$ cat src/hdl/swmc_pkg.sv
// ----------------------------------------------------------------------------
// swmc_pkg
// Shared constants, codes and types of the sliding window mismatch counter.
// ----------------------------------------------------------------------------
package swmc_pkg;

	// Largest pattern held
	localparam int MaxPattern = 64;
	localparam int IdxW       = $clog2(MaxPattern);
	localparam int CntW       = $clog2(MaxPattern + 1);

	// Fixed field widths
	localparam int CfgW    = 7;
	localparam int RegIdxW = 1;
	localparam int CmdW    = 2;
	localparam int PidxW   = 6;
	localparam int SymW    = 8;
	localparam int CountW  = 7;
	localparam int PosW    = 32;

	// Command codes
	localparam logic [CmdW-1:0] CmdPattern = 2'd0;
	localparam logic [CmdW-1:0] CmdText    = 2'd1;
	localparam logic [CmdW-1:0] CmdRestart = 2'd2;

	// Register indexes
	localparam logic [RegIdxW-1:0] RegPatternLength = 1'd0;
	localparam logic [RegIdxW-1:0] RegMismatchLimit = 1'd1;

	// Register reset values
	localparam logic [CfgW-1:0] PatternLengthRst = 7'd1;
	localparam logic [CfgW-1:0] MismatchLimitRst = 7'd64;

	typedef enum logic [1:0] {
		ST_IDLE,
		ST_READ,
		ST_LAST,
		ST_EMIT
	} swmc_state_t;

	// Controller to datapath
	typedef struct packed {
		logic accept;
		logic start;
		logic issue;
		logic emit;
	} swmc_cmd_t;

	// Datapath to controller
	typedef struct packed {
		logic need_scan;
		logic last_issue;
		logic out_busy;
	} swmc_sts_t;

endpackage

$ cat src/hdl/swmc_if.sv
// ----------------------------------------------------------------------------
// swmc_in_if / swmc_out_if
// Valid/ready channels carrying input items and result items.
// ----------------------------------------------------------------------------
interface swmc_in_if;
	logic                        valid;
	logic                        ready;
	logic [swmc_pkg::CmdW-1:0]   command;
	logic [swmc_pkg::PidxW-1:0]  pattern_index;
	logic [swmc_pkg::SymW-1:0]   symbol;

	modport source (output valid, output command, output pattern_index, output symbol,
		input ready);
	modport sink (input valid, input command, input pattern_index, input symbol,
		output ready);
endinterface

interface swmc_out_if;
	logic                        valid;
	logic                        ready;
	logic [swmc_pkg::CountW-1:0] mismatch_count;
	logic [swmc_pkg::PosW-1:0]   window_start;

	modport source (output valid, output mismatch_count, output window_start,
		input ready);
	modport sink (input valid, input mismatch_count, input window_start,
		output ready);
endinterface

$ cat src/hdl/sliding_window_mismatch_counter_unit.sv
// ----------------------------------------------------------------------------
// sliding_window_mismatch_counter_unit
// Counts pattern mismatches over the window ending at each text byte that completes a window.
// ----------------------------------------------------------------------------
// Pattern write, restart and unknown commands leave the block ready for
// the next item. A text byte that completes a window starts a scan: one
// pattern and one text memory read per position, then a compare and a
// result load; the block takes no new item until the result is loaded.
// Other text bytes also leave the block ready for the next item.
// A waiting result stalls the block only when the next result is ready.
// Reset clears control, fill count, position and registers; memories are not
// cleared and need no clearing pass.
module sliding_window_mismatch_counter_unit (
	input  logic                         clk,
	input  logic                         arst_n,
	input  logic                         cfg_we,
	input  logic [swmc_pkg::RegIdxW-1:0] cfg_index,
	input  logic [swmc_pkg::CfgW-1:0]    cfg_wdata,
	swmc_in_if.sink                      in_ch,
	swmc_out_if.source                   out_ch
);

	swmc_pkg::swmc_cmd_t cmd;
	swmc_pkg::swmc_sts_t sts;
	logic                in_ready;

	assign in_ch.ready = in_ready;

	swmc_ctrl u_ctrl (
		.clk      (clk),
		.arst_n   (arst_n),
		.in_valid (in_ch.valid),
		.in_ready (in_ready),
		.sts      (sts),
		.cmd      (cmd)
	);

	swmc_dp u_dp (
		.clk            (clk),
		.arst_n         (arst_n),
		.cfg_we         (cfg_we),
		.cfg_index      (cfg_index),
		.cfg_wdata      (cfg_wdata),
		.command        (in_ch.command),
		.pattern_index  (in_ch.pattern_index),
		.symbol         (in_ch.symbol),
		.cmd            (cmd),
		.sts            (sts),
		.out_valid      (out_ch.valid),
		.out_ready      (out_ch.ready),
		.mismatch_count (out_ch.mismatch_count),
		.window_start   (out_ch.window_start)
	);

endmodule

$ cat src/hdl/swmc_ctrl.sv
// ----------------------------------------------------------------------------
// swmc_ctrl
// Sequencer: takes items, steps the compare scan and loads the result.
// ----------------------------------------------------------------------------
module swmc_ctrl (
	input  logic                clk,
	input  logic                arst_n,
	input  logic                in_valid,
	output logic                in_ready,
	input  swmc_pkg::swmc_sts_t sts,
	output swmc_pkg::swmc_cmd_t cmd
);

	swmc_pkg::swmc_state_t state_q, state_d;

	// State register
	always_ff @(posedge clk or negedge arst_n) begin
		if (!arst_n) begin
			state_q <= swmc_pkg::ST_IDLE;
		end else begin
			state_q <= state_d;
		end
	end

	// Next state and commands
	always_comb begin
		state_d    = state_q;
		in_ready   = 1'b0;
		cmd        = '0;
		case (state_q)
			swmc_pkg::ST_IDLE: begin
				in_ready   = 1'b1;
				cmd.accept = in_valid;
				if (in_valid && sts.need_scan) begin
					cmd.start = 1'b1;
					state_d   = swmc_pkg::ST_READ;
				end
			end
			swmc_pkg::ST_READ: begin
				cmd.issue = 1'b1;
				if (sts.last_issue) begin
					state_d = swmc_pkg::ST_LAST;
				end
			end
			swmc_pkg::ST_LAST: begin
				// final compare settles into the accumulator
				state_d = swmc_pkg::ST_EMIT;
			end
			swmc_pkg::ST_EMIT: begin
				if (!sts.out_busy) begin
					cmd.emit = 1'b1;
					state_d  = swmc_pkg::ST_IDLE;
				end
			end
			default: begin
				state_d = swmc_pkg::ST_IDLE;
			end
		endcase
	end

endmodule

$ cat src/hdl/swmc_dp.sv
// ----------------------------------------------------------------------------
// swmc_dp
// Pattern and text memories, position tracking, compare and result register.
// ----------------------------------------------------------------------------
module swmc_dp (
	input  logic                               clk,
	input  logic                               arst_n,
	input  logic                               cfg_we,
	input  logic [swmc_pkg::RegIdxW-1:0]       cfg_index,
	input  logic [swmc_pkg::CfgW-1:0]          cfg_wdata,
	input  logic [swmc_pkg::CmdW-1:0]          command,
	input  logic [swmc_pkg::PidxW-1:0]         pattern_index,
	input  logic [swmc_pkg::SymW-1:0]          symbol,
	input  swmc_pkg::swmc_cmd_t                cmd,
	output swmc_pkg::swmc_sts_t                sts,
	output logic                               out_valid,
	input  logic                               out_ready,
	output logic [swmc_pkg::CountW-1:0]        mismatch_count,
	output logic [swmc_pkg::PosW-1:0]          window_start
);

	localparam int IdxW = swmc_pkg::IdxW;
	localparam int CntW = swmc_pkg::CntW;
	localparam int CfgW = swmc_pkg::CfgW;
	localparam int SymW = swmc_pkg::SymW;
	localparam int PosW = swmc_pkg::PosW;

	logic [SymW-1:0] pat_mem [swmc_pkg::MaxPattern];
	logic [SymW-1:0] txt_mem [swmc_pkg::MaxPattern];

	logic [CfgW-1:0] len_cfg_q;
	logic [CfgW-1:0] limit_q;
	logic [IdxW-1:0] head_q;
	logic [CntW-1:0] fill_q;
	logic [PosW-1:0] pos_q;
	logic [IdxW-1:0] base_q;
	logic [IdxW-1:0] j_q;
	logic [CntW-1:0] acc_q;
	logic [PosW-1:0] win_start_q;
	logic [SymW-1:0] pat_rd_s1;
	logic [SymW-1:0] txt_rd_s1;
	logic            rd_valid_s1;
	logic            out_valid_q;
	logic [CntW-1:0] count_q;
	logic [PosW-1:0] start_q;

	logic [CntW-1:0] len;
	logic [IdxW-1:0] len_m1;
	logic [CfgW:0]   cap;
	logic [CntW-1:0] fill_next;
	logic [IdxW-1:0] head_next;
	logic            is_text;
	logic            is_pattern;
	logic            is_restart;
	logic            pidx_ok;

	// Clamp the pattern length into the supported range
	always_comb begin
		if (len_cfg_q == '0) begin
			len = CntW'(1);
		end else if (int'(len_cfg_q) > swmc_pkg::MaxPattern) begin
			len = CntW'(swmc_pkg::MaxPattern);
		end else begin
			len = CntW'(len_cfg_q);
		end
	end

	assign len_m1     = IdxW'(len - CntW'(1));
	assign cap        = {1'b0, limit_q} + (CfgW+1)'(1);
	assign is_text    = (command == swmc_pkg::CmdText);
	assign is_pattern = (command == swmc_pkg::CmdPattern);
	assign is_restart = (command == swmc_pkg::CmdRestart);
	assign pidx_ok    = (int'(pattern_index) < swmc_pkg::MaxPattern);
	assign head_next  = head_q + IdxW'(1);
	assign fill_next  = (int'(fill_q) < swmc_pkg::MaxPattern) ? fill_q + CntW'(1) : fill_q;

	assign sts.need_scan  = is_text && (fill_next >= len);
	assign sts.last_issue = (j_q == len_m1);
	assign sts.out_busy   = out_valid_q && !out_ready;

	// Configuration registers
	always_ff @(posedge clk or negedge arst_n) begin
		if (!arst_n) begin
			len_cfg_q <= swmc_pkg::PatternLengthRst;
			limit_q   <= swmc_pkg::MismatchLimitRst;
		end else if (cfg_we) begin
			case (cfg_index)
				swmc_pkg::RegPatternLength: len_cfg_q <= cfg_wdata;
				swmc_pkg::RegMismatchLimit: limit_q   <= cfg_wdata;
				default: begin
				end
			endcase
		end
	end

	// Text stream history: head, fill and position
	always_ff @(posedge clk or negedge arst_n) begin
		if (!arst_n) begin
			head_q <= '0;
			fill_q <= '0;
			pos_q  <= '0;
		end else if (cmd.accept) begin
			if (is_text) begin
				head_q <= head_next;
				fill_q <= fill_next;
				pos_q  <= pos_q + PosW'(1);
			end else if (is_restart) begin
				fill_q <= '0;
				pos_q  <= '0;
			end
		end
	end

	// Memory writes
	always_ff @(posedge clk) begin
		if (cmd.accept && is_pattern && pidx_ok) begin
			pat_mem[IdxW'(pattern_index)] <= symbol;
		end
		if (cmd.accept && is_text) begin
			txt_mem[head_next] <= symbol;
		end
	end

	// Registered memory reads, one pattern position per cycle
	always_ff @(posedge clk) begin
		if (cmd.issue) begin
			pat_rd_s1 <= pat_mem[j_q];
			txt_rd_s1 <= txt_mem[base_q + j_q];
		end
	end

	// Scan control: window base, index and result position
	always_ff @(posedge clk or negedge arst_n) begin
		if (!arst_n) begin
			rd_valid_s1 <= 1'b0;
			j_q         <= '0;
		end else begin
			rd_valid_s1 <= cmd.issue;
			if (cmd.start) begin
				j_q <= '0;
			end else if (cmd.issue) begin
				j_q <= j_q + IdxW'(1);
			end
		end
	end

	always_ff @(posedge clk) begin
		if (cmd.start) begin
			base_q      <= head_next - len_m1;
			win_start_q <= pos_q - (PosW'(len) - PosW'(1));
		end
	end

	// Accumulate mismatches, saturating at the cutoff
	always_ff @(posedge clk or negedge arst_n) begin
		if (!arst_n) begin
			acc_q <= '0;
		end else if (cmd.start) begin
			acc_q <= '0;
		end else if (rd_valid_s1 && (pat_rd_s1 != txt_rd_s1) &&
				((CfgW+1)'(acc_q) < cap)) begin
			acc_q <= acc_q + CntW'(1);
		end
	end

	// Result register: load on emit, drop after the transfer
	always_ff @(posedge clk or negedge arst_n) begin
		if (!arst_n) begin
			out_valid_q <= 1'b0;
		end else if (cmd.emit) begin
			out_valid_q <= 1'b1;
		end else if (out_ready) begin
			out_valid_q <= 1'b0;
		end
	end

	always_ff @(posedge clk) begin
		if (cmd.emit) begin
			count_q <= acc_q;
			start_q <= win_start_q;
		end
	end

	assign out_valid      = out_valid_q;
	assign mismatch_count = swmc_pkg::CountW'(count_q);
	assign window_start   = start_q;

endmodule

$ cat src/flat_wrapper.sv
// flat-port wrapper written by rule: the top's interface ports become plain ports
module sliding_window_mismatch_counter_unit_flat 
  (clk, arst_n, cfg_we, cfg_index, cfg_wdata, in_ch_valid, in_ch_command, in_ch_pattern_index, in_ch_symbol, in_ch_ready, out_ch_valid, out_ch_mismatch_count, out_ch_window_start, out_ch_ready);
  swmc_in_if in_ch_i ();
  swmc_out_if out_ch_i ();
  input  logic clk;
  input  logic arst_n;
  input  logic cfg_we;
  input  logic [swmc_pkg::RegIdxW-1:0] cfg_index;
  input  logic [swmc_pkg::CfgW-1:0] cfg_wdata;
  input wire logic [$bits(in_ch_i.valid)-1:0] in_ch_valid;
  input wire logic [$bits(in_ch_i.command)-1:0] in_ch_command;
  input wire logic [$bits(in_ch_i.pattern_index)-1:0] in_ch_pattern_index;
  input wire logic [$bits(in_ch_i.symbol)-1:0] in_ch_symbol;
  output wire logic [$bits(in_ch_i.ready)-1:0] in_ch_ready;
  output wire logic [$bits(out_ch_i.valid)-1:0] out_ch_valid;
  output wire logic [$bits(out_ch_i.mismatch_count)-1:0] out_ch_mismatch_count;
  output wire logic [$bits(out_ch_i.window_start)-1:0] out_ch_window_start;
  input wire logic [$bits(out_ch_i.ready)-1:0] out_ch_ready;
  assign in_ch_i.valid = in_ch_valid;
  assign in_ch_i.command = in_ch_command;
  assign in_ch_i.pattern_index = in_ch_pattern_index;
  assign in_ch_i.symbol = in_ch_symbol;
  assign in_ch_ready = in_ch_i.ready;
  assign out_ch_valid = out_ch_i.valid;
  assign out_ch_mismatch_count = out_ch_i.mismatch_count;
  assign out_ch_window_start = out_ch_i.window_start;
  assign out_ch_i.ready = out_ch_ready;
  sliding_window_mismatch_counter_unit u_core (.clk(clk), .arst_n(arst_n), .cfg_we(cfg_we), .cfg_index(cfg_index), .cfg_wdata(cfg_wdata), .in_ch(in_ch_i), .out_ch(out_ch_i));
endmodule
$ cat config.mk
export PLATFORM = sky130hd
export DESIGN_NAME = sliding_window_mismatch_counter_unit_flat
export DESIGN_NICKNAME = d
export VERILOG_FILES = /design/src/hdl/swmc_pkg.sv /design/src/hdl/swmc_if.sv /design/src/hdl/sliding_window_mismatch_counter_unit.sv /design/src/hdl/swmc_ctrl.sv /design/src/hdl/swmc_dp.sv /design/src/flat_wrapper.sv
export SDC_FILE = /design/constraint.sdc
export NUM_CORES = 1
export LEC_CHECK = 0
export CAP_MARGIN = 15
export CORE_MARGIN = 1.5
export CORE_UTILIZATION = 55
export DETAILED_ROUTE_END_ITERATION = 16
export DONT_BUFFER_PORTS = 1
export PLACE_DENSITY = 0.74
export SYNTH_ARGS = -nofsm -noshare
export SYNTH_HDL_FRONTEND = slang
export SYNTH_SLANG_ARGS = --single-unit
export TNS_END_PERCENT = 1
$ cat constraint.sdc
create_clock -name clk -period 4.3 [get_ports clk]
set_input_delay 1.075 -clock clk [delete_from_list [all_inputs] [get_ports clk]]
set_output_delay 1.075 -clock clk [all_outputs]
set_load 0.02 [all_outputs]
==> impl_metrics.yaml, run 1 <==
run_status:
  status: "complete, no violations"
grt:
  antenna_found_initial: 5
  grt_max_degree: 133
  grt_pass1_vias: 24780
  grt_usage: 0.2388
  grt_overflow: 0
  grt_pass1_wl_um: 158600
timing:
  fin_crit_sh: 0.9647
  setup_viol: 0
  setup_slack_ns: 0.1516
  fin_setup_tns_ns: 0
  tightest_slew_ns: 0.9261
  hold_viol_final: 0
  rsz0062_at_grt: "yes"
  fmax_mhz: 241.1
  fin_hold_ws_ns: 0.06209
  finalMaxSlewViolations: 0
  finClkSkew_ns: 0.04539
  finalCriticalPeriod_ns: 4.148
  slew_headroom: 0.3826
final_layout:
  fin_area_um2: 54600
  drive_gt1_frac: 0.2394
  final_cells: 3865
  area_growth_pct: 12.12
  n_fill_cell: 5857
  nets: 2709
  fin_util: 0.6255
place:
  pre_cts_slack_ns: 0.1295
  postPlaceCellArea_um2: 50780
  io_buffers: 0
  post-place-cells: 3649
  routabilityCongestion: 0.8676
  hpwl_um: 63520
yosys:
  synthArstFlopShare: 0.06370
  ys_seq_elements: 1193
  ys_types: 72
  netlist_area_um2: 48700
  ys_dominant_reg_cell: "edfxtp_1"
  yosys_warnings: 0
  syn_inst: 2473
  ys_seq_area_frac: 0.7278
  synth_edf_count: 1117
  syn_avg_cell_area_um2: 19.69
critical_path:
  cp_common_cell: "ha_1"
  cp_num_cells: 16
  crit_chain: "or2_2 -> nor3_2 -> a21oi_1 -> nor2_1 -> inv_1 -> ha_1 -> xor2_2 -> ha_1 -> a21o_1 -> a31oi_2 -> maj3_2 -> a21oi_2 -> a311oi_4 -> o21ai_0 -> a21boi_0 -> xnor2_1"
  start_kind: "register"
  path_delay_family: "compound AO/OA/AOI/OAI gates"
  r2r_cells: 16
  cp_num_buf_inv: 1
  cp.required_ns: 4.73
  max_stage_delay_ns: 0.49
  crit_path_end_kind: "register"
  crit_fanout: 5
  cp.arrival_ns: 4.58
  crit_slowest_cell: "a311oi_4"
  critPathKind: "register to register"
pwr:
  cellLeakagePower_nw: 17.97
  power.density_nw_per_um2: 607.1
  irDropWorstVdd_v: 0.0004759
  p_total_mw: 33.15
die:
  io_pins: 70
  die_h_um: 300.6
  die_area_um2: 90350
  fp-row-count: 108
  start_util: 0.5579
  coreArea_um2: 87290
  die_width_um: 300.6
clock_tree:
  worstSkewPairLatency_ns: 0.72
  cts_root_buffer: "clkbuf_16"
  cts_num_sinks: 1193
  cts_tree: "built"
  clk_pin_slew_ns: 0.07
  cts_htree_levels: 3
  clockBufferDepth: 3
  cts_hold_buffers: 0
  cts_made_buffers: 113
route:
  via_count: 24270
  first_pass_iters: 8
  drt-initial-drc-count: 2615
  wire_per_inst_um: 27.32
  drc_errors: 0
  drtAntennaViolNets: 0
  viasPerCell: 6.278
  drt_wl_total_um: 105600
worst_hold_path:
  hold_path.class: "input pin to async pin"
run:
  drv_cap: 0
==> worst register-to-register path, cell delays in order, from the launching register on <==
cell	delay, ns
dfrtp_1	0.38
or2_2	0.34
nor3_2	0.14
a21oi_1	0.09
nor2_1	0.13
inv_1	0.10
ha_1	0.28
xor2_2	0.20
ha_1	0.35
a21o_1	0.19
a31oi_2	0.19
maj3_2	0.26
a21oi_2	0.10
a311oi_4	0.49
o21ai_0	0.23
a21boi_0	0.32
xnor2_1	0.09
==> logic make-up (layout without fill, tap and decap cells) <==
logic type,after synthesis,count (layout),synth area share
simple gates,424,424,0.03951
compound gates,186,186,0.02569
xor+xnor,110,110,0.01978
buf+inv,132,340,0.01069
mux,353,353,0.1572
fa+ha+maj,74,74,0.01924
other cells,1,30,0.00007700
flops,1193,1193,0.7278
==> power breakdown <==
| group | internal, mW | switching [mW] |
|---|---|---|
| Combinational | 4.63 | 4.83 |
| Clock | 5.78 | 4.30 |
| Sequential | 13.2 | 0.410 |
| Total | 23.6 | 9.53 |
==> metal layers <==
metal,wire length (um),global-route usage,part of all wire,vias up
li1,-,-,-,10290
met1,40980,0.3255,0.39,12740
met5,30,0,0.00028,-
met4,2676,0.06820,0.025,4
met2,53810,0.3975,0.51,1048
met3,8102,0.04625,0.077,190
==> timing repair <==
action,4_1_cts,5_1_grt
gates resized for setup,0,6
setup buffers,0,1
endpoints found under the setup margin,0,9
==> Yosys cell counts, types with 3 or more instances <==
library cell     n  area [um2]
a32o_1           6       60.06
dfrtp_1         74        1852
nand3_1         35       175.2
mux2_2          15       168.9
or3_1            5       31.28
edfxtp_1      1117       33540
nand2_1         79       296.5
fa_1             3       60.06
nor3_1           8       40.04
nand2b_1         5       31.28
buf_1           22       82.58
clkbuf_1        71       266.5
and2_1           7       43.79
mux4_2         328        7387
xor2_1          46       402.9
a31oi_1          5       31.28
nand3b_1         4       30.03
inv_1           23       86.33
and4_1           3       26.28
a21boi_0         5       37.54
xnor2_1         64       560.5
a21oi_1         57       285.3
o31ai_1          5       37.54
nor2b_1         19       118.9
o21ai_1          3       15.01
a31o_2           3       26.28
ha_1            66       825.8
a211oi_1         9       67.56
nand4_1         17       106.4
mux2i_1         10       100.1
buf_2           14       70.07
o21ai_0         34       170.2
nor2_1         207       777.0
o21bai_1         6       45.04
a21o_1          24       180.2
maj3_1           4       40.04
and3_1          20       125.1
o21a_1           9       67.56
==> flip-flops by register name, indices dropped and copies added, names as in the netlist <==
register                    flops
u_core.u_ctrl.state_q           2
u_core.u_dp.pos_q              32
u_core.u_dp.pat_mem           512
u_core.u_dp.head_q              6
u_core.u_dp.fill_q              7
u_core.u_dp.out_valid           1
u_core.u_dp.limit_q             7
u_core.u_dp.win_start_q        32
u_core.u_dp.base_q              6
u_core.u_dp.txt_mem           512
u_core.u_dp.pat_rd_s1           8
u_core.u_dp.len_cfg_q           7
u_core.u_dp.acc_q               7
u_core.u_dp.window_start       32
u_core.u_dp.j_q                 6
u_core.u_dp.rd_valid_s1         1
u_core.u_dp.mismatch_count      7
u_core.u_dp.txt_rd_s1           8
==> final timing paths <==
| kind | to | startpoint | slack, ns |
|---|---|---|---|
| setup / recovery | u_core.u_dp.win_start_q[19] | u_core.u_dp.len_cfg_q[5] | 0.15 |
| hold / removal | u_core.u_dp.rd_valid_s1 | arst_n | 0.06 |
| setup reg to reg | u_core.u_dp.win_start_q[19] | u_core.u_dp.len_cfg_q[5] | 0.15 |
| hold reg to reg | u_core.u_dp.window_start[4] | u_core.u_dp.win_start_q[4] | 0.42 |
| max in group asynchronous | u_core.u_dp.len_cfg_q[0] | arst_n | 4.01 |
| min in group clk | u_core.u_dp.window_start[4] | u_core.u_dp.win_start_q[4] | 0.42 |
==> cells in the final DEF (no fill, tap or decap), drive strengths merged, types with 51 or more instances in the layout <==
| cell type | count |
|---|---|
| edfxtp | 1117 |
| mux4 | 328 |
| nor2 | 207 |
| clkbuf | 137 |
| buf | 105 |
| nand2 | 79 |
| dfrtp | 74 |
| ha | 66 |
| xnor2 | 64 |
| a21oi | 58 |
| clkinv | 51 |
==> layout make-up <==
type                            count  area (um2)  share of cell area
Sequential cell                  1193       35460              0.6493
Multi-Input combinational cell   1174       12920              0.2367
Clock buffer                      137        2939             0.05382
Tap cell                         1155        1445             0.02647
Timing Repair Buffer              105       920.9             0.01686
Clock inverter                     74       824.5             0.01510
Inverter                           24       90.09            0.001650
Antenna cell                        3       7.507           0.0001375
Power figures use the tool's default switching activity.
==> run 2, diff against run 1 <==
--- a/config.mk
+++ b/config.mk
@@ -11,6 +11,7 @@
 export DETAILED_ROUTE_END_ITERATION = 16
 export DONT_BUFFER_PORTS = 1
 export PLACE_DENSITY = 0.74
+export RECOVER_POWER = 100
 export SYNTH_ARGS = -nofsm -noshare
 export SYNTH_HDL_FRONTEND = slang
 export SYNTH_SLANG_ARGS = --single-unit
==> run 2 against run 1 <==
  * Core utilization about the same
  * Largest power group unchanged
  * Count of clock-buffer cells in the layout unchanged
  * Maximum frequency increased by 0.14%
  * Largest cell class unchanged
  * Clock power hardly changed
  * Critical path type unchanged
  * The flow now finishes with violations (max-capacitance violations, max-slew violations)
  * Global-route usage stayed put
  * Combinational power is essentially flat
  * First-iteration DRC count up 1.2%
  * Via count fell by 0.16%
  * Routed wire length about the same
  * Critical path depth did not move
  * Design area hardly changed
  * Register-to-register slack barely moved
==> impl_metrics.yaml, run 2 (synthesis gave the netlist of run 1 again) <==
critical_path:
  reg2reg_from: "u_core.u_dp.len_cfg_q[5]"
  crit_fanout: 5
  cp.arrival_ns: 4.57
  reg2reg_to: "u_core.u_dp.win_start_q[19]"
  cp.required_ns: 4.73
  crit_chain: "or2_2 -> nor3_2 -> a21oi_1 -> nor2_1 -> inv_1 -> ha_1 -> xor2_2 -> ha_1 -> a21o_1 -> a31oi_2 -> maj3_2 -> a21oi_2 -> a311oi_4 -> o21ai_0 -> a21boi_0 -> xnor2_1"
  start_kind: "register"
  max_stage_delay_ns: 0.48
  r2r_setup_slack_ns: 0.16
  critPathKind: "register to register"
  cp_common_cell: "ha_1"
  r2r_cells: 16
  path_delay_family: "compound AO/OA/AOI/OAI gates"
  cp_num_buf_inv: 1
  crit_path_end_kind: "register"
  crit_slowest_cell: "a311oi_4"
timing:
  rsz0062_at_grt: "yes"
  fmax_mhz: 241.4
  slew_headroom: -0.6950
  finalCriticalPeriod_ns: 4.143
  fin_setup_tns_ns: 0
  hold_viol_final: 0
  finClkSkew_ns: 0.04497
  fin_crit_sh: 0.9634
  finalMaxSlewViolations: 40
  tightest_slew_ns: 2.541
  setup_viol: 0
final_layout:
  fin_util: 0.6251
  n_fill_cell: 5863
  final_cell_mix: "edfxtp_1 (1117), mux4_2 (328), nor2_1 (205)"
  fin_area_um2: 54570
  area_growth_pct: 12.04
  final_cells: 3865
  reg.largest.list: "u_core.u_dp.pat_mem: 512 flops, u_core.u_dp.txt_mem: 512 flops"
  final_common_cell: "edfxtp_1"
  nets: 2709
  drive_gt1_frac: 0.2361
pwr:
  irDropWorstVdd_v: 0.0004795
  p_total_mw: 33.11
  cellLeakagePower_nw: 17.93
  power.density_nw_per_um2: 606.8
grt:
  grt_pass1_wl_um: 158600
  grt_pass1_vias: 24780
  grt_max_degree: 133
  grt_overflow: 0
  antenna_found_initial: 5
  grt_usage: 0.2388
run_status:
  status: "complete, but fails checks"
  failed_checks: "max-capacitance violations, max-slew violations"
die:
  fp-row-count: 108
  start_util: 0.5579
  coreArea_um2: 87290
  io_pins: 70
  die_area_um2: 90350
  die_width_um: 300.6
  die_h_um: 300.6
route:
  drt-initial-drc-count: 2646
  first_pass_iters: 5
  drtAntennaViolNets: 0
  wire_per_inst_um: 27.31
  via_count: 24230
  drc_errors: 0
  viasPerCell: 6.269
  drt_wl_total_um: 105600
clock_tree:
  clk_pin_slew_ns: 0.07
  clockBufferDepth: 3
  cts_htree_levels: 3
  cts_tree: "built"
  cts_root_buffer: "clkbuf_16"
  worstSkewPairLatency_ns: 0.72
  cts_num_sinks: 1193
  cts_hold_buffers: 0
  cts_made_buffers: 113
worst_hold_path:
  hold_path.class: "input pin to async pin"
place:
  post-place-cells: 3649
  routabilityCongestion: 0.8676
  postPlaceCellArea_um2: 50780
  io_buffers: 0
  hpwl_um: 63520
run:
  drv_cap: 1
==> run 2: layout make-up <==
cell class              count  area (um2)  area share
repair buffers            105       883.3     0.01619
multi-input cells        1174       12920      0.2368
clock buffers             137        2939     0.05386
diodes                      3       7.507   0.0001376
inverters                  24       90.09    0.001651
flip-flops and latches   1193       35460      0.6498
well taps                1155        1445     0.02648
clock inverters            74       824.5     0.01511
==> run 2: per-stage QoR <==
step                setup WS, ns  hold slack, ns
finish                    0.1573         0.06385
global route            -0.03024         0.03797
CTS                       0.1216         0.02920
detailed placement        0.1295          0.4054
global placement          0.1273          0.4063
floorplan                 0.3193          0.4003
==> run 2: timing repair <==
action | in CTS | in global routing
gates resized for setup | 0 | 6
endpoints found under the setup margin | 0 | 9
setup buffers | 0 | 1
==> run 2: worst max-delay path by stage <==
| stage | start | end | slack, ns | cells after the start |
|---|---|---|---|---|
| CTS | u_core.u_dp.len_cfg_q[5] | u_core.u_dp.win_start_q[31] | 0.12 | 16 |
| global route | u_core.u_dp.len_cfg_q[5] | u_core.u_dp.win_start_q[31] | -0.03 | 16 |
| finish | u_core.u_dp.len_cfg_q[5] | u_core.u_dp.win_start_q[19] | 0.16 | 16 |
| floorplan | u_core.u_dp.len_cfg_q[5] | u_core.u_dp.win_start_q[31] | 0.32 | 16 |
| detailed placement | u_core.u_dp.len_cfg_q[5] | u_core.u_dp.win_start_q[29] | 0.13 | 16 |
| global placement | u_core.u_dp.len_cfg_q[5] | u_core.u_dp.win_start_q[29] | 0.13 | 16 |
==> run 2: worst reg2reg max path: cells and delay by family (launching register included) <==
| family | cells | cell delay [ns] |
|---|---|---|
| simple gates | 3 | 0.61 |
| xor+xnor | 2 | 0.31 |
| buf+inv | 1 | 0.10 |
| compound gates | 7 | 1.60 |
| flops | 1 | 0.38 |
| fa+ha+maj | 3 | 0.89 |
==> run 2: per-layer routing <==
metal,part of all wire,track usage
met2,0.51,0.3975
met3,0.083,0.04625
met1,0.38,0.3255
met4,0.024,0.06820
met5,0.00028,0
==> run 2: where the power goes <==
group / switching (mW) / total, mW / internal [mW]
registers: 0.408 / 13.6 / 13.2
clock network: 4.28 / 10.1 / 5.78
logic: 4.81 / 9.43 / 4.61
==> run 3, diff against run 2 <==
--- a/config.mk
+++ b/config.mk
@@ -6,11 +6,13 @@
 export NUM_CORES = 1
 export LEC_CHECK = 0
 export CAP_MARGIN = 15
+export CELL_PAD_IN_SITES_DETAIL_PLACEMENT = 0
+export CELL_PAD_IN_SITES_GLOBAL_PLACEMENT = 1
 export CORE_MARGIN = 1.5
 export CORE_UTILIZATION = 55
 export DETAILED_ROUTE_END_ITERATION = 16
 export DONT_BUFFER_PORTS = 1
-export PLACE_DENSITY = 0.74
+export PLACE_DENSITY = 0.82
 export RECOVER_POWER = 100
 export SYNTH_ARGS = -nofsm -noshare
 export SYNTH_HDL_FRONTEND = slang
==> run 3 against run 2 <==
  * The run still ends with max-capacitance violations, max-slew violations left
  * Critical endpoint is now u_core.u_dp.txt_rd_s1[0]
  * Largest cell class unchanged
  * Sequential share of layout area up 0.26 points
  * Final cell count up 0.91%
  * Critical path type unchanged
  * First-iteration DRC count down 8.3%
  * Global-route usage down 0.28 points
  * Register-to-register slack better by 0.02 ns
==> impl_metrics.yaml, run 3 (synthesis gave the netlist of run 1 again) <==
critical_path:
  crit_path_end_kind: "register"
  critPathKind: "register to register"
  crit_chain: "ha_4 -> fa_1 -> buf_4 -> mux4_2 -> mux4_2 -> nor2b_1 -> a211oi_1 -> a21oi_1"
  cp_common_cell: "mux4_2"
  cp_num_buf_inv: 1
  path_delay_family: "adder cells"
  reg2reg_from: "u_core.u_dp.j_q[0]"
  start_kind: "register"
  cp.required_ns: 4.71
  max_stage_delay_ns: 1.39
  crit_fanout: 19
  worstSetupStartpoint: "u_core.u_dp.j_q[0]"
  crit_slowest_cell: "fa_1"
  cp.arrival_ns: 4.54
timing:
  fmax_mhz: 242.7
  finalCriticalPeriod_ns: 4.121
  slew_headroom: -0.7706
  rsz0062_at_grt: "no"
  tightest_slew_ns: 2.654
  fin_crit_sh: 0.9583
  fin_setup_tns_ns: 0
  finalMaxSlewViolations: 40
  hold_viol_final: 0
  setup_viol: 0
  finClkSkew_ns: 0.03431
die:
  start_util: 0.5579
  io_pins: 70
  coreArea_um2: 87290
  die_h_um: 300.6
  die_width_um: 300.6
  die_area_um2: 90350
  fp-row-count: 108
final_layout:
  fin_util: 0.6226
  final_cell_mix: "edfxtp_1 (1117), mux4_2 (328), nor2_1 (205)"
  nets: 2742
  reg.largest.list: "u_core.u_dp.pat_mem: 512 flops, u_core.u_dp.txt_mem: 512 flops"
  area_growth_pct: 11.59
  final_common_cell: "edfxtp_1"
  n_fill_cell: 6064
  drive_gt1_frac: 0.2088
pwr:
  pwr-share-comb: 0.281
  pwr-share-seq: 0.414
  irDropWorstVdd_v: 0.0007029
  cellLeakagePower_nw: 17.65
  p_total_mw: 32.97
  power.density_nw_per_um2: 606.7
  p_int_mw: 23.52
  switchingPower_mw: 9.452
  netSwitchingFraction: 0.2867
  p_clk_frac: 0.305
place:
  routabilityCongestion: 0.8865
  io_buffers: 0
  hpwl_um: 62630
clock_tree:
  cts_hold_buffers: 0
  cts_tree: "built"
  clk_pin_slew_ns: 0.06
  worstSkewPairLatency_ns: 0.70
  clockBufferDepth: 3
  cts_root_buffer: "clkbuf_16"
  cts_htree_levels: 3
  cts_num_sinks: 1193
  cts_made_buffers: 118
grt:
  grt_max_degree: 133
  grtUsageMet1: 0.3170
  grtUsageMet2: 0.3871
  antenna_found_initial: 4
  grt_pass1_wl_um: 157400
  grt_pass1_vias: 25110
  grtUsageMet3: 0.05548
  grt_usage: 0.2360
  grt_busiest_layer: "met2"
  grt_overflow: 0
route:
  wire_per_inst_um: 26.62
  drt-initial-drc-count: 2427
  via_count: 24030
  drt_wl_total_um: 103800
  viasPerCell: 6.162
  drtAntennaViolNets: 0
  first_pass_iters: 6
  drc_errors: 0
run_status:
  failed_checks: "max-capacitance violations, max-slew violations"
  status: "complete, but fails checks"
run:
  drv_cap: 1
worst_hold_path:
  hold_path.class: "input pin to async pin"
[run 3: cell types whose count changed in the layout (fill, tap and decap cells not counted), moves of 4 or more]
| cell | previous run | this run |
|---|---|---|
| bufinv_16 | 15 | 11 |
| clkbuf_1 | 31 | 122 |
| clkinvlp_4 | 5 | 14 |
| clkbuf_16 | 114 | 119 |
| clkinv_4 | 0 | 4 |
| buf_12 | 10 | 5 |
| buf_4 | 87 | 25 |
[run 3: metrics by stage]
stage                     setup slack (ns)  std cells  area [um2]  hold slack (ns)
after floorplan                     0.3193       2499       48800           0.4003
after global placement              0.1586       3678       50940           0.4053
after global routing               0.01712       3900       54350          0.03588
final                               0.1791       3900       54350          0.07056
after detailed placement            0.1799       3678       50940           0.4062
after CTS                           0.1807       3898       54750          0.02470
[run 3: path summary, 6_finish.rpt]
path                                          endpoint  slack, ns  cells after the start
max                           u_core.u_dp.txt_rd_s1[0]       0.18                      8
min                              u_core.u_dp.pos_q[13]       0.07                      0
max reg2reg                   u_core.u_dp.txt_rd_s1[0]       0.18                      8
min reg2reg                u_core.u_dp.window_start[9]       0.42                      0
max in group asynchronous     u_core.u_dp.len_cfg_q[0]       3.98                      0
min in group clk           u_core.u_dp.window_start[9]       0.42                      0
[run 3: final cells by class]
cell class | instances | area (um2) | area share
multi-input combinational | 1174 | 12860 | 0.2367
sequential | 1193 | 35460 | 0.6524
clock inverter | 81 | 755.7 | 0.01391
inverter | 24 | 90.09 | 0.001658
antenna | 1 | 2.502 | 0.00004604
clock buffer | 139 | 3053 | 0.05617
tap | 1155 | 1445 | 0.02659
timing repair buffer | 133 | 681.9 | 0.01255
[run 3: layer usage]
layer / up-vias / routed length [um]
met5: - / 13
met4: 2 / 2749
met3: 169 / 8716
met2: 982 / 52020
met1: 12510 / 40320
li1: 10370 / -
[run 3: worst reg2reg max path, delay by kind of cell, from the launching register on]
kind | cells | cell delay [ns]
adders and majority gates | 2 | 1.57
AOI/OAI and AO/OA | 2 | 0.35
muxes | 2 | 0.87
DFF | 1 | 0.50
buffers and inverters | 1 | 0.40
and+or+nand+nor | 1 | 0.16
[run 3: what timing repair did]
action	in CTS	in global routing
setup endpoints to repair	0	4
resized for setup	0	1
buffers inserted	0	1
[run 3: power groups by stage]
stage / registers, mW / clock network [mW] / logic (mW)
finish: 13.6 / 10.1 / 9.28
global route: 13.7 / 10.7 / 9.87
CTS: 13.6 / 10.2 / 9.41
detailed placement: 13.9 / 0 / 9.32
global placement: 13.9 / 0 / 9.22
floorplan: 13.7 / 0 / 6.70
